--- src/sv/assert_macros.svh ---
// Assertion macros shared by the scheduler modules.
// Assertions compile away when SYNTH is defined.
`ifndef ASSERT_MACROS_SVH
`define ASSERT_MACROS_SVH
`ifndef SYNTH
`define ASSERT_IMPL(lbl, clk, rst_n, prop) \
  lbl: assert property (@(posedge clk) disable iff (!rst_n) prop) else $error("%m: lbl");
`define ASSERT_NEVER(lbl, clk, rst_n, expr) \
  lbl: assert property (@(posedge clk) disable iff (!rst_n) !(expr)) else $error("%m: lbl");
`else
`define ASSERT_IMPL(lbl, clk, rst_n, prop)
`define ASSERT_NEVER(lbl, clk, rst_n, expr)
`endif
`endif

--- src/sv/rrts_pkg.sv ---
// Types and constants of the round-robin tick scheduler.
// No dependencies.
package rrts_pkg;
  localparam int unsigned TimeW = 23;
  localparam int unsigned SumW  = 29;
  localparam int unsigned ValW  = 16;
  localparam int unsigned IdxOutW = 6;
  localparam logic [TimeW-1:0] TimeMax = {TimeW{1'b1}};
  localparam logic [SumW-1:0]  SumMax  = {SumW{1'b1}};
  localparam logic [7:0] QuantumReset = 8'd2;

  localparam logic FuncLoad = 1'b0;
  localparam logic FuncTick = 1'b1;

  typedef enum logic [2:0] {
    CmdNone, CmdLoad, CmdHead, CmdScanRd, CmdScanCmp, CmdDispatch, CmdFinish, CmdHold
  } cmd_e;

  typedef struct packed {
    cmd_e cmd;
    logic scan_first;
  } ctrl_t;

  typedef struct packed {
    logic finished;
    logic scan_last;
    logic load_full;
  } stat_t;
endpackage

--- src/sv/rrts_ram.sv ---
// Generic single-port-write, single-read RAM with registered read.
// No dependencies.
module rrts_ram #(
  parameter int unsigned Width = 16,
  parameter int unsigned Depth = 64
) (
  input  logic                     clk_i,
  input  logic                     we_i,
  input  logic [$clog2(Depth)-1:0] waddr_i,
  input  logic [Width-1:0]         wdata_i,
  input  logic [$clog2(Depth)-1:0] raddr_i,
  output logic [Width-1:0]         rdata_o
);
  logic [Width-1:0] mem [Depth];
  always_ff @(posedge clk_i) begin
    if (we_i) begin
      mem[waddr_i] <= wdata_i;
    end
    rdata_o <= mem[raddr_i];
  end
endmodule

--- src/sv/rrts_datapath.sv ---
// Datapath of the scheduler: task tables, ready FIFO, counters.
// Depends on rrts_pkg, rrts_ram and assert_macros.svh.
module rrts_datapath #(
  parameter int unsigned MaxTasks = 64
) (
  input  logic               clk_i,
  input  logic               rst_ni,
  input  rrts_pkg::ctrl_t    ctrl_i,
  output rrts_pkg::stat_t    stat_o,
  input  logic [15:0]        arrival_i,
  input  logic [15:0]        duration_i,
  input  logic [7:0]         quantum_i,
  output logic [22:0]        slot_time_o,
  output logic               running_valid_o,
  output logic [5:0]         running_index_o,
  output logic               completed_valid_o,
  output logic [5:0]         completed_index_o,
  output logic [22:0]        switch_count_o,
  output logic [28:0]        total_turnaround_o
);
  import rrts_pkg::*;
  localparam int unsigned IW = $clog2(MaxTasks);
  localparam int unsigned CW = $clog2(MaxTasks + 1);
  localparam logic [CW-1:0] CntMax = CW'(MaxTasks);
  localparam logic [IW-1:0] IdxLast = IW'(MaxTasks - 1);

  logic [CW-1:0] task_cnt_q, task_cnt_d, fifo_cnt_q, fifo_cnt_d;
  logic [IW-1:0] head_q, head_d, tail_q, tail_d, act_q, act_d, scan_q, scan_d, cmp_idx_q;
  logic act_v_q, act_v_d;
  logic [7:0] slice_q, slice_d;
  logic [TimeW-1:0] time_q, time_d, sw_q, sw_d;
  logic [TimeW-1:0] slot_q, slot_d;
  logic [SumW-1:0] sum_q, sum_d;
  logic [16:0] lend_q, lend_d;
  logic done_v_q, done_v_d;
  logic [IW-1:0] done_i_q, done_i_d;

  // memories
  logic arr_we, rem_we, fifo_we;
  logic [IW-1:0] arr_wa, arr_ra, rem_wa, rem_ra, fifo_wa, fifo_ra;
  logic [ValW-1:0] arr_wd, arr_rd, rem_wd, rem_rd;
  logic [IW-1:0] fifo_wd, fifo_rd;

  rrts_ram #(.Width(ValW), .Depth(MaxTasks)) u_arr (
    .clk_i, .we_i(arr_we), .waddr_i(arr_wa), .wdata_i(arr_wd),
    .raddr_i(arr_ra), .rdata_o(arr_rd));
  rrts_ram #(.Width(ValW), .Depth(MaxTasks)) u_rem (
    .clk_i, .we_i(rem_we), .waddr_i(rem_wa), .wdata_i(rem_wd),
    .raddr_i(rem_ra), .rdata_o(rem_rd));
  rrts_ram #(.Width(IW), .Depth(MaxTasks)) u_fifo (
    .clk_i, .we_i(fifo_we), .waddr_i(fifo_wa), .wdata_i(fifo_wd),
    .raddr_i(fifo_ra), .rdata_o(fifo_rd));

  logic [7:0] q_eff;
  logic [16:0] end_sum;
  logic [TimeW-1:0] ta;
  logic [SumW:0] sum_add;
  logic push_ok;
  logic fin;

  assign q_eff = (quantum_i == 8'd0) ? 8'd1 : quantum_i;
  assign end_sum = {1'b0, arrival_i} + {1'b0, duration_i};
  assign ta = (time_q < TimeW'(arr_rd)) ? '0 : time_q - TimeW'(arr_rd);
  assign sum_add = {1'b0, sum_q} + (SumW+1)'(ta);
  assign push_ok = (fifo_cnt_q < CntMax);
  assign fin = !(time_q < TimeW'(lend_q) || act_v_q || fifo_cnt_q != '0);

  always_comb begin
    task_cnt_d = task_cnt_q; fifo_cnt_d = fifo_cnt_q;
    head_d = head_q; tail_d = tail_q; act_d = act_q; act_v_d = act_v_q;
    slice_d = slice_q; time_d = time_q; sw_d = sw_q; sum_d = sum_q;
    lend_d = lend_q; scan_d = scan_q; done_v_d = done_v_q; done_i_d = done_i_q;
    slot_d = slot_q;
    arr_we = 1'b0; arr_wa = task_cnt_q[IW-1:0]; arr_wd = arrival_i;
    rem_we = 1'b0; rem_wa = task_cnt_q[IW-1:0]; rem_wd = duration_i;
    fifo_we = 1'b0; fifo_wa = tail_q; fifo_wd = act_q;
    arr_ra = act_q; rem_ra = act_q; fifo_ra = head_q;
    case (ctrl_i.cmd)
      CmdLoad: begin
        if (task_cnt_q < CntMax) begin
          arr_we = 1'b1; rem_we = 1'b1;
          task_cnt_d = task_cnt_q + 1'b1;
          if (end_sum > lend_q) lend_d = end_sum;
        end
      end
      // rem_rd/arr_rd of the active task are valid here
      CmdHead: begin
        done_v_d = 1'b0; done_i_d = '0; scan_d = '0;
        slot_d = time_q;
        if (act_v_q) begin
          if (rem_rd == '0) begin
            sum_d = sum_add[SumW] ? SumMax : sum_add[SumW-1:0];
            done_v_d = 1'b1; done_i_d = act_q;
            act_v_d = 1'b0; slice_d = '0;
          end else if (slice_q >= q_eff) begin
            if (push_ok) begin
              fifo_we = 1'b1; fifo_wd = act_q;
              tail_d = (tail_q == IdxLast) ? '0 : tail_q + 1'b1;
              fifo_cnt_d = fifo_cnt_q + 1'b1;
            end
            act_v_d = 1'b0; slice_d = '0;
            if (sw_q != TimeMax) sw_d = sw_q + 1'b1;
          end
        end
      end
      CmdScanRd: begin
        arr_ra = scan_q;
      end
      CmdScanCmp: begin
        if (arr_rd == time_q[ValW-1:0] && time_q[TimeW-1:ValW] == '0 && push_ok) begin
          fifo_we = 1'b1; fifo_wd = cmp_idx_q;
          tail_d = (tail_q == IdxLast) ? '0 : tail_q + 1'b1;
          fifo_cnt_d = fifo_cnt_q + 1'b1;
        end
        scan_d = scan_q + 1'b1;
        arr_ra = scan_d;
      end
      CmdDispatch: begin
        // fifo_rd holds the head word; the rem read for it is issued here
        if (!act_v_q && fifo_cnt_q != '0) begin
          act_d = fifo_rd; act_v_d = 1'b1; slice_d = '0;
          head_d = (head_q == IdxLast) ? '0 : head_q + 1'b1;
          fifo_cnt_d = fifo_cnt_q - 1'b1;
        end
        rem_ra = act_d;
      end
      CmdFinish: begin
        if (time_q != TimeMax) time_d = time_q + 1'b1;
        if (act_v_q) begin
          if (rem_rd != '0) begin
            rem_we = 1'b1; rem_wa = act_q; rem_wd = rem_rd - 1'b1;
          end
          if (slice_q != 8'hFF) slice_d = slice_q + 1'b1;
        end
      end
      // tick once the schedule has drained: hold the slot, show nothing completed
      CmdHold: begin
        done_v_d = 1'b0; done_i_d = '0;
        slot_d = time_q;
      end
      default: ;
    endcase
  end

  always_ff @(posedge clk_i or negedge rst_ni) begin
    if (!rst_ni) begin
      task_cnt_q <= '0; fifo_cnt_q <= '0; head_q <= '0; tail_q <= '0;
      act_q <= '0; act_v_q <= 1'b0; slice_q <= '0; time_q <= '0;
      sw_q <= '0; sum_q <= '0; lend_q <= '0; scan_q <= '0;
      done_v_q <= 1'b0; done_i_q <= '0; cmp_idx_q <= '0; slot_q <= '0;
    end else begin
      task_cnt_q <= task_cnt_d; fifo_cnt_q <= fifo_cnt_d; head_q <= head_d;
      tail_q <= tail_d; act_q <= act_d; act_v_q <= act_v_d; slice_q <= slice_d;
      time_q <= time_d; sw_q <= sw_d; sum_q <= sum_d; lend_q <= lend_d;
      scan_q <= scan_d; done_v_q <= done_v_d; done_i_q <= done_i_d;
      slot_q <= slot_d;
      cmp_idx_q <= (ctrl_i.cmd == CmdScanCmp) ? scan_d : scan_q;
    end
  end

  assign stat_o.finished  = fin;
  assign stat_o.scan_last = ({1'b0, scan_q} + 1'b1 >= {1'b0, task_cnt_q});
  assign stat_o.load_full = (task_cnt_q == CntMax);

  assign slot_time_o        = slot_q;
  assign running_valid_o    = act_v_q;
  assign running_index_o    = act_v_q ? IdxOutW'(act_q) : '0;
  assign completed_valid_o  = done_v_q;
  assign completed_index_o  = done_v_q ? IdxOutW'(done_i_q) : '0;
  assign switch_count_o     = sw_q;
  assign total_turnaround_o = sum_q;

  `include "assert_macros.svh"
  `ASSERT_NEVER(a_fifo_bound, clk_i, rst_ni, fifo_cnt_q > CntMax)
  `ASSERT_NEVER(a_task_bound, clk_i, rst_ni, task_cnt_q > CntMax)
  `ASSERT_IMPL(a_time_mono, clk_i, rst_ni, $past(time_q) <= time_q)
endmodule

--- src/sv/rrts_ctrl.sv ---
// Sequencer of the scheduler: steps the datapath through one item.
// Depends on rrts_pkg and assert_macros.svh.
module rrts_ctrl (
  input  logic            clk_i,
  input  logic            rst_ni,
  input  logic            in_valid_i,
  output logic            in_ready_o,
  input  logic            func_i,
  output logic            out_valid_o,
  input  logic            out_ready_i,
  output logic            finished_o,
  output rrts_pkg::ctrl_t ctrl_o,
  input  rrts_pkg::stat_t stat_i
);
  import rrts_pkg::*;
  typedef enum logic [3:0] {
    StIdle, StRdHead, StHead, StScanRd, StScanCmp, StDispRd, StDisp, StRdRem, StFinish,
    StOut
  } state_e;

  state_e st_q;
  logic out_v_q, fin_q;

  assign in_ready_o  = (st_q == StIdle) && !out_v_q;
  assign out_valid_o = out_v_q;
  assign finished_o  = fin_q;

  always_comb begin
    ctrl_o.cmd = CmdNone;
    ctrl_o.scan_first = 1'b0;
    case (st_q)
      StIdle: begin
        if (in_valid_i && in_ready_o) begin
          if (func_i == FuncLoad) ctrl_o.cmd = CmdLoad;
          else if (stat_i.finished) ctrl_o.cmd = CmdHold;
        end
      end
      StHead:    ctrl_o.cmd = CmdHead;
      StScanRd:  begin ctrl_o.cmd = CmdScanRd; ctrl_o.scan_first = 1'b1; end
      StScanCmp: ctrl_o.cmd = CmdScanCmp;
      StDisp:    ctrl_o.cmd = CmdDispatch;
      StFinish:  ctrl_o.cmd = CmdFinish;
      default:   ctrl_o.cmd = CmdNone;
    endcase
  end

  // the scan issues the next address while comparing the previous word
  logic [0:0] unused_first;
  assign unused_first = ctrl_o.scan_first;

  always_ff @(posedge clk_i or negedge rst_ni) begin
    if (!rst_ni) begin
      st_q <= StIdle; out_v_q <= 1'b0; fin_q <= 1'b0;
    end else begin
      if (out_v_q && out_ready_i) out_v_q <= 1'b0;
      case (st_q)
        StIdle: if (in_valid_i && in_ready_o && func_i == FuncTick) begin
          if (stat_i.finished) begin
            fin_q <= 1'b1; st_q <= StOut;
          end else begin
            st_q <= StRdHead;
          end
        end
        StRdHead:  st_q <= StHead;
        StHead:    st_q <= StScanRd;
        StScanRd:  st_q <= StScanCmp;
        StScanCmp: if (stat_i.scan_last || !stat_i.load_full && 1'b0) st_q <= StDispRd;
        StDispRd:  st_q <= StDisp;
        StDisp:    st_q <= StRdRem;
        StRdRem:   st_q <= StFinish;
        StFinish:  begin st_q <= StOut; fin_q <= 1'b0; end
        StOut: begin
          out_v_q <= 1'b1; st_q <= StIdle;
          if (!fin_q) fin_q <= stat_i.finished;
        end
        default: st_q <= StIdle;
      endcase
    end
  end

  `include "assert_macros.svh"
  `ASSERT_NEVER(a_no_take_busy, clk_i, rst_ni, in_ready_o && st_q != StIdle)
  `ASSERT_IMPL(a_out_idle, clk_i, rst_ni, $rose(out_v_q) |-> st_q == StIdle)
  `ASSERT_IMPL(a_out_hold, clk_i, rst_ni, out_v_q && !out_ready_i |=> out_v_q)
endmodule

--- src/sv/round_robin_tick_scheduler_unit.sv ---
// Round-robin tick scheduler with configurable quantum. A load word (func 0) adds a
// task; a tick word (func 1) runs one slot and returns one result word. A load is
// written to the task tables as it is accepted; the length of a tick is set by the
// scan of the arrival table at one word per cycle; no new word is accepted until the
// result is taken. A tick after the schedule drains skips the scan. No clearing pass.
// Depends on rrts_pkg, rrts_ctrl, rrts_datapath.
module round_robin_tick_scheduler_unit #(
  parameter int unsigned MaxTasks = 64
) (
  input  logic        clk_i,
  input  logic        rst_ni,
  input  logic        cfg_we_i,
  input  logic [7:0]  cfg_wdata_i,
  input  logic        s_axis_tvalid,
  output logic        s_axis_tready,
  input  logic [31:0] s_axis_tdata,  // arrival[15:0], duration[31:16]
  input  logic        s_axis_tuser,  // func
  output logic        m_axis_tvalid,
  input  logic        m_axis_tready,
  // slot_time, running_valid, running_index, completed_valid, completed_index,
  // switch_count, total_turnaround, finished (from bit 0 up)
  output logic [95:0] m_axis_tdata
);
  import rrts_pkg::*;
  logic [7:0] quantum_q;
  ctrl_t ctrl;
  stat_t stat;
  logic fin;
  logic [22:0] slot, swc;
  logic rv, cv;
  logic [5:0] ri, ci;
  logic [28:0] tat;

  always_ff @(posedge clk_i or negedge rst_ni) begin
    if (!rst_ni) quantum_q <= QuantumReset;
    else if (cfg_we_i) quantum_q <= cfg_wdata_i;
  end

  rrts_ctrl u_ctrl (
    .clk_i, .rst_ni, .in_valid_i(s_axis_tvalid), .in_ready_o(s_axis_tready),
    .func_i(s_axis_tuser), .out_valid_o(m_axis_tvalid), .out_ready_i(m_axis_tready),
    .finished_o(fin), .ctrl_o(ctrl), .stat_i(stat));

  rrts_datapath #(.MaxTasks(MaxTasks)) u_dp (
    .clk_i, .rst_ni, .ctrl_i(ctrl), .stat_o(stat),
    .arrival_i(s_axis_tdata[15:0]), .duration_i(s_axis_tdata[31:16]),
    .quantum_i(quantum_q), .slot_time_o(slot), .running_valid_o(rv),
    .running_index_o(ri), .completed_valid_o(cv), .completed_index_o(ci),
    .switch_count_o(swc), .total_turnaround_o(tat));

  assign m_axis_tdata = {6'd0, fin, tat, swc, ci, cv, ri, rv, slot};
endmodule
--- config.mk ---
export PLATFORM = sky130hd
export DESIGN_NAME = round_robin_tick_scheduler_unit
export DESIGN_NICKNAME = d
export VERILOG_FILES = /design/src/sv/rrts_pkg.sv /design/src/sv/rrts_ram.sv /design/src/sv/rrts_datapath.sv /design/src/sv/rrts_ctrl.sv /design/src/sv/round_robin_tick_scheduler_unit.sv
export VERILOG_INCLUDE_DIRS = /design/src /design/src/sv
export SDC_FILE = /design/constraint.sdc
export NUM_CORES = 2
export LEC_CHECK = 0
export BUFFER_PORTS_ARGS = -buffer_cell sky130_fd_sc_hd__buf_2
export CORE_ASPECT_RATIO = 1.5
export CORE_UTILIZATION = 68
export CTS_CLUSTER_SIZE = 8
export DETAILED_ROUTE_END_ITERATION = 7
export GPL_TIMING_DRIVEN = 0
export PLACE_DENSITY = 0.86
export SYNTH_ARGS = -nofsm -noshare
export SYNTH_HDL_FRONTEND = slang
export SYNTH_SLANG_ARGS = --single-unit
--- constraint.sdc ---
create_clock -name clk_i -period 16.43 [get_ports clk_i]
set_input_delay 0.8215 -clock clk_i [delete_from_list [all_inputs] [get_ports clk_i]]
set_output_delay 0.8215 -clock clk_i [all_outputs]
set_load 0.02 [all_outputs]
==> reports/results.txt <==
final-report setup violation count: 0
Root Buffer: clkbuf_16
num rows: 178
H-tree lvl count: 5
crit path max fanout: 10
Critical Path Start: u_dp.time_q[1]$_DFFE_PN0P_
Layout area overhead: 13.7%
Total GRT Usage: 0.431
Hold Crit Start: cfg_wdata_i[4]
RSZ-0062 raised after global routing: no
outcome: complete, but fails checks
Tmin final: 7170 ps
Seq/Total Area, Yosys: 0.730
register bit total from synthesis: 2,659
initial antenna violation count: 38
DRC errors left: 176
vias in the first global route: 71,600
final hold violation count: 0
Post-synth EDFFs: 2,432
grt ovf: 0
Area contributors post-synth: edfxtp_1, mux4_2, dfrtp_1
nets@finish: 7,342
global placer's final weighted congestion: 1.07
CTS tree: done
Post-CTS Setup Bufs: 0
io pins: 144
Via density: 7.59
Least-Margin Pin Slew: 1540 ps
mapped cell area: 108,000 um2
power consumption: 19.8 mW
first-pass iteration count of the detailed router: 8
Max-Cap Viols: 2
total CTS buffers: 382
vias after detailed routing: 71,200
crit path capture type: register
crit share post-route: 0.436
Cells after Synth: 6,595
clk slew on worst S/H paths: 50 ps
FFs w/ async S/R, synth: 0.0711
core area: 157,000 um2
die height: 489 um
CP Launch Type: register
Rel. slew slack: -0.0383
layout cell share with drive strength beyond 1: 0.181
setup ws final: 9260 ps
TNS Setup: 0 ps
Avg Inst Size Synth: 16.3 um2
Die X: 327 um
post-synth top area cell: edfxtp_1
first-pass GRT wire length: 486,000 um
largest net degree at the start of global routing: 108
Port Buf Inserts: 137
Netlist cell types: 81
Clock Latency Late Sink: 990 ps
PwrDens: 162 nW/um2
Leak: 41.8 nW
Worst IR Drop VDD: 149 uV
Post-synth top cells: edfxtp_1, nand2_1, mux4_2
worst hold slack: 86.1 ps
Setup Skew: 111 ps
Hold Path Class: primary input to register
crit path DAT: 7960 ps
fmax: 0.140 GHz
worst setup path category: register to register
violated checks: DRC, capacitance limit, slew limit
clock sink count: 2,659
Routed WL per cell: 36.6 um
pre-CTS setup slack: 9500 ps
Clock Path Buffers: 4
warning count from the yosys run: 0
Synth Flop Type: edfxtp_1
Worst R2R Start: u_dp.time_q[1]$_DFFE_PN0P_
hpwl dp: 198,000 um
Req. time, crit path: 17,220 ps
die footprint: 160,000 um2
DR iter-0 viols: 13,300
Register Area: 78,500 um2
FILL cells: 7,264
initial core utilization: 0.685
area of the multi-input gates: 27,600 um2
top-count cell post-synth: edfxtp_1
Final Max Slew Viols: 70
DRT antenna net count: 0
post-synth top area share: 0.679
Routed WL: 343,000 um
-- layer usage --
metal,wire (um),part of all wire,global-route usage,vias up
met5,114,0.00033,0,-
met4,34800,0.10,0.337,18
met3,48800,0.14,0.147,2212
met2,161000,0.47,0.685,8009
met1,98900,0.29,0.478,34100
li1,-,-,-,26800
-- metrics by stage --
step | utilization | cell area [um2] | cells
2_1_floorplan | - | 108000 | 6600
6_report | 0.779 | 122000 | 9378
4_1_cts | 0.778 | 122000 | 9352
3_5_place_dp | 0.713 | 112000 | 8856
5_1_grt | 0.779 | 122000 | 9366
3_3_place_gp | 0.706 | 111000 | 8807
-- cells in the final DEF, fill, tap and decap left out, types with 128 or more instances in the layout --
cell and n:
mux4_2 384, nor2_1 259, buf_2 227, clkbuf_1 274, nand3_1 332, a32oi_1 128
edfxtp_1 2432, nand2_1 961, dfrtp_1 188, clkbuf_16 387, mux2i_1 138
-- worst paths after layout --
| kind | to | depth (start not counted) | slack (ps) |
|---|---|---|---|
| max in group asynchronous | quantum_q[7]$_DFFE_PN0P_ | 3 | 14900 |
| min reg2reg | u_dp.slot_time_o[9]$_DFFE_PN0P_ | 1 | 500 |
| max reg2reg | u_dp.total_turnaround_o[17]$_DFFE_PN0P_ | 22 | 9260 |
| min | quantum_q[4]$_DFFE_PN0P_ | 3 | 90 |
| max | u_dp.total_turnaround_o[17]$_DFFE_PN0P_ | 22 | 9260 |
| min in group asynchronous | u_dp.switch_count_o[7]$_DFFE_PN0P_ | 2 | 440 |
-- worst max-delay path, stage by stage (launching register included) --
cell and delay (ps):
dfrtp_1 530, ha_1 310, nor2b_1 130, o21ai_0 190, a21boi_0 170, nor4_1 430, o21ai_0 270, o31ai_1 420
o21ai_0 370, nor3_2 680, buf_2 320, nor2_1 110, ha_1 270, clkbuf_1 190, a2111oi_0 380, o21ai_0 140
o21ai_0 120, o21ai_0 160, or3_1 320, o21ai_1 460, nor2_1 290, nor3_1 610, a21oi_1 150
-- cell type report --
cell class,count,area share
inverters,79,0.00242
clock buffers,483,0.0821
diodes,22,0.000450
multi-input cells,3507,0.226
flip-flops and latches,2659,0.642
plain buffers,355,0.0132
clock inverters,12,0.00116
repair buffers,191,0.0121
well taps,2070,0.0212
-- cell families after synthesis --
group | share of synthesized area
AO/OA/AOI/OAI | 0.0504
XOR/XNOR | 0.00993
adder cells (fa/ha/maj) | 0.0144
buffers and inverters | 0.0177
flip-flops | 0.730
multiplexers | 0.0997
other | 0.0000349
AND/OR/NAND/NOR | 0.0777
-- repair_timing --
action	in CTS	in global routing
hold endpoints to repair	74	0
hold buffers	1	0
gates resized for setup	0	0
-- where the power goes --
part           total (mW)  internal [mW]  switching, mW
registers            7.62           7.54         0.0800
logic                5.14           1.61           3.52
clock network        7.03           4.20           2.84
total                19.8           13.3           6.44
-- state kept, by name, indices dropped and copies added (netlist names), 4 cells and up --
| register | flops |
|---|---|
| u_dp.cmp_idx_q | 6 |
| u_dp.total_turnaround_o | 29 |
| u_dp.slot_time_o | 23 |
| u_ctrl.st_q | 4 |
| u_dp.u_arr.mem | 1024 |
| u_dp.scan_q | 6 |
| u_dp.u_rem.rdata_o | 16 |
| u_dp.task_cnt_q | 7 |
| u_dp.slice_q | 8 |
| u_dp.act_q | 6 |
| u_dp.u_fifo.mem | 384 |
| u_dp.fifo_cnt_q | 7 |
| u_dp.time_q | 23 |
| u_dp.fifo_ra | 6 |
| u_dp.switch_count_o | 23 |
| u_dp.lend_q | 17 |
| u_dp.u_rem.mem | 1024 |
| u_dp.fifo_wa | 6 |
| u_dp.done_i_q | 6 |
| u_dp.u_arr.rdata_o | 16 |
| u_dp.u_fifo.rdata_o | 6 |
| quantum_q | 8 |
No activity file was read; power rests on OpenSTA's default activity.
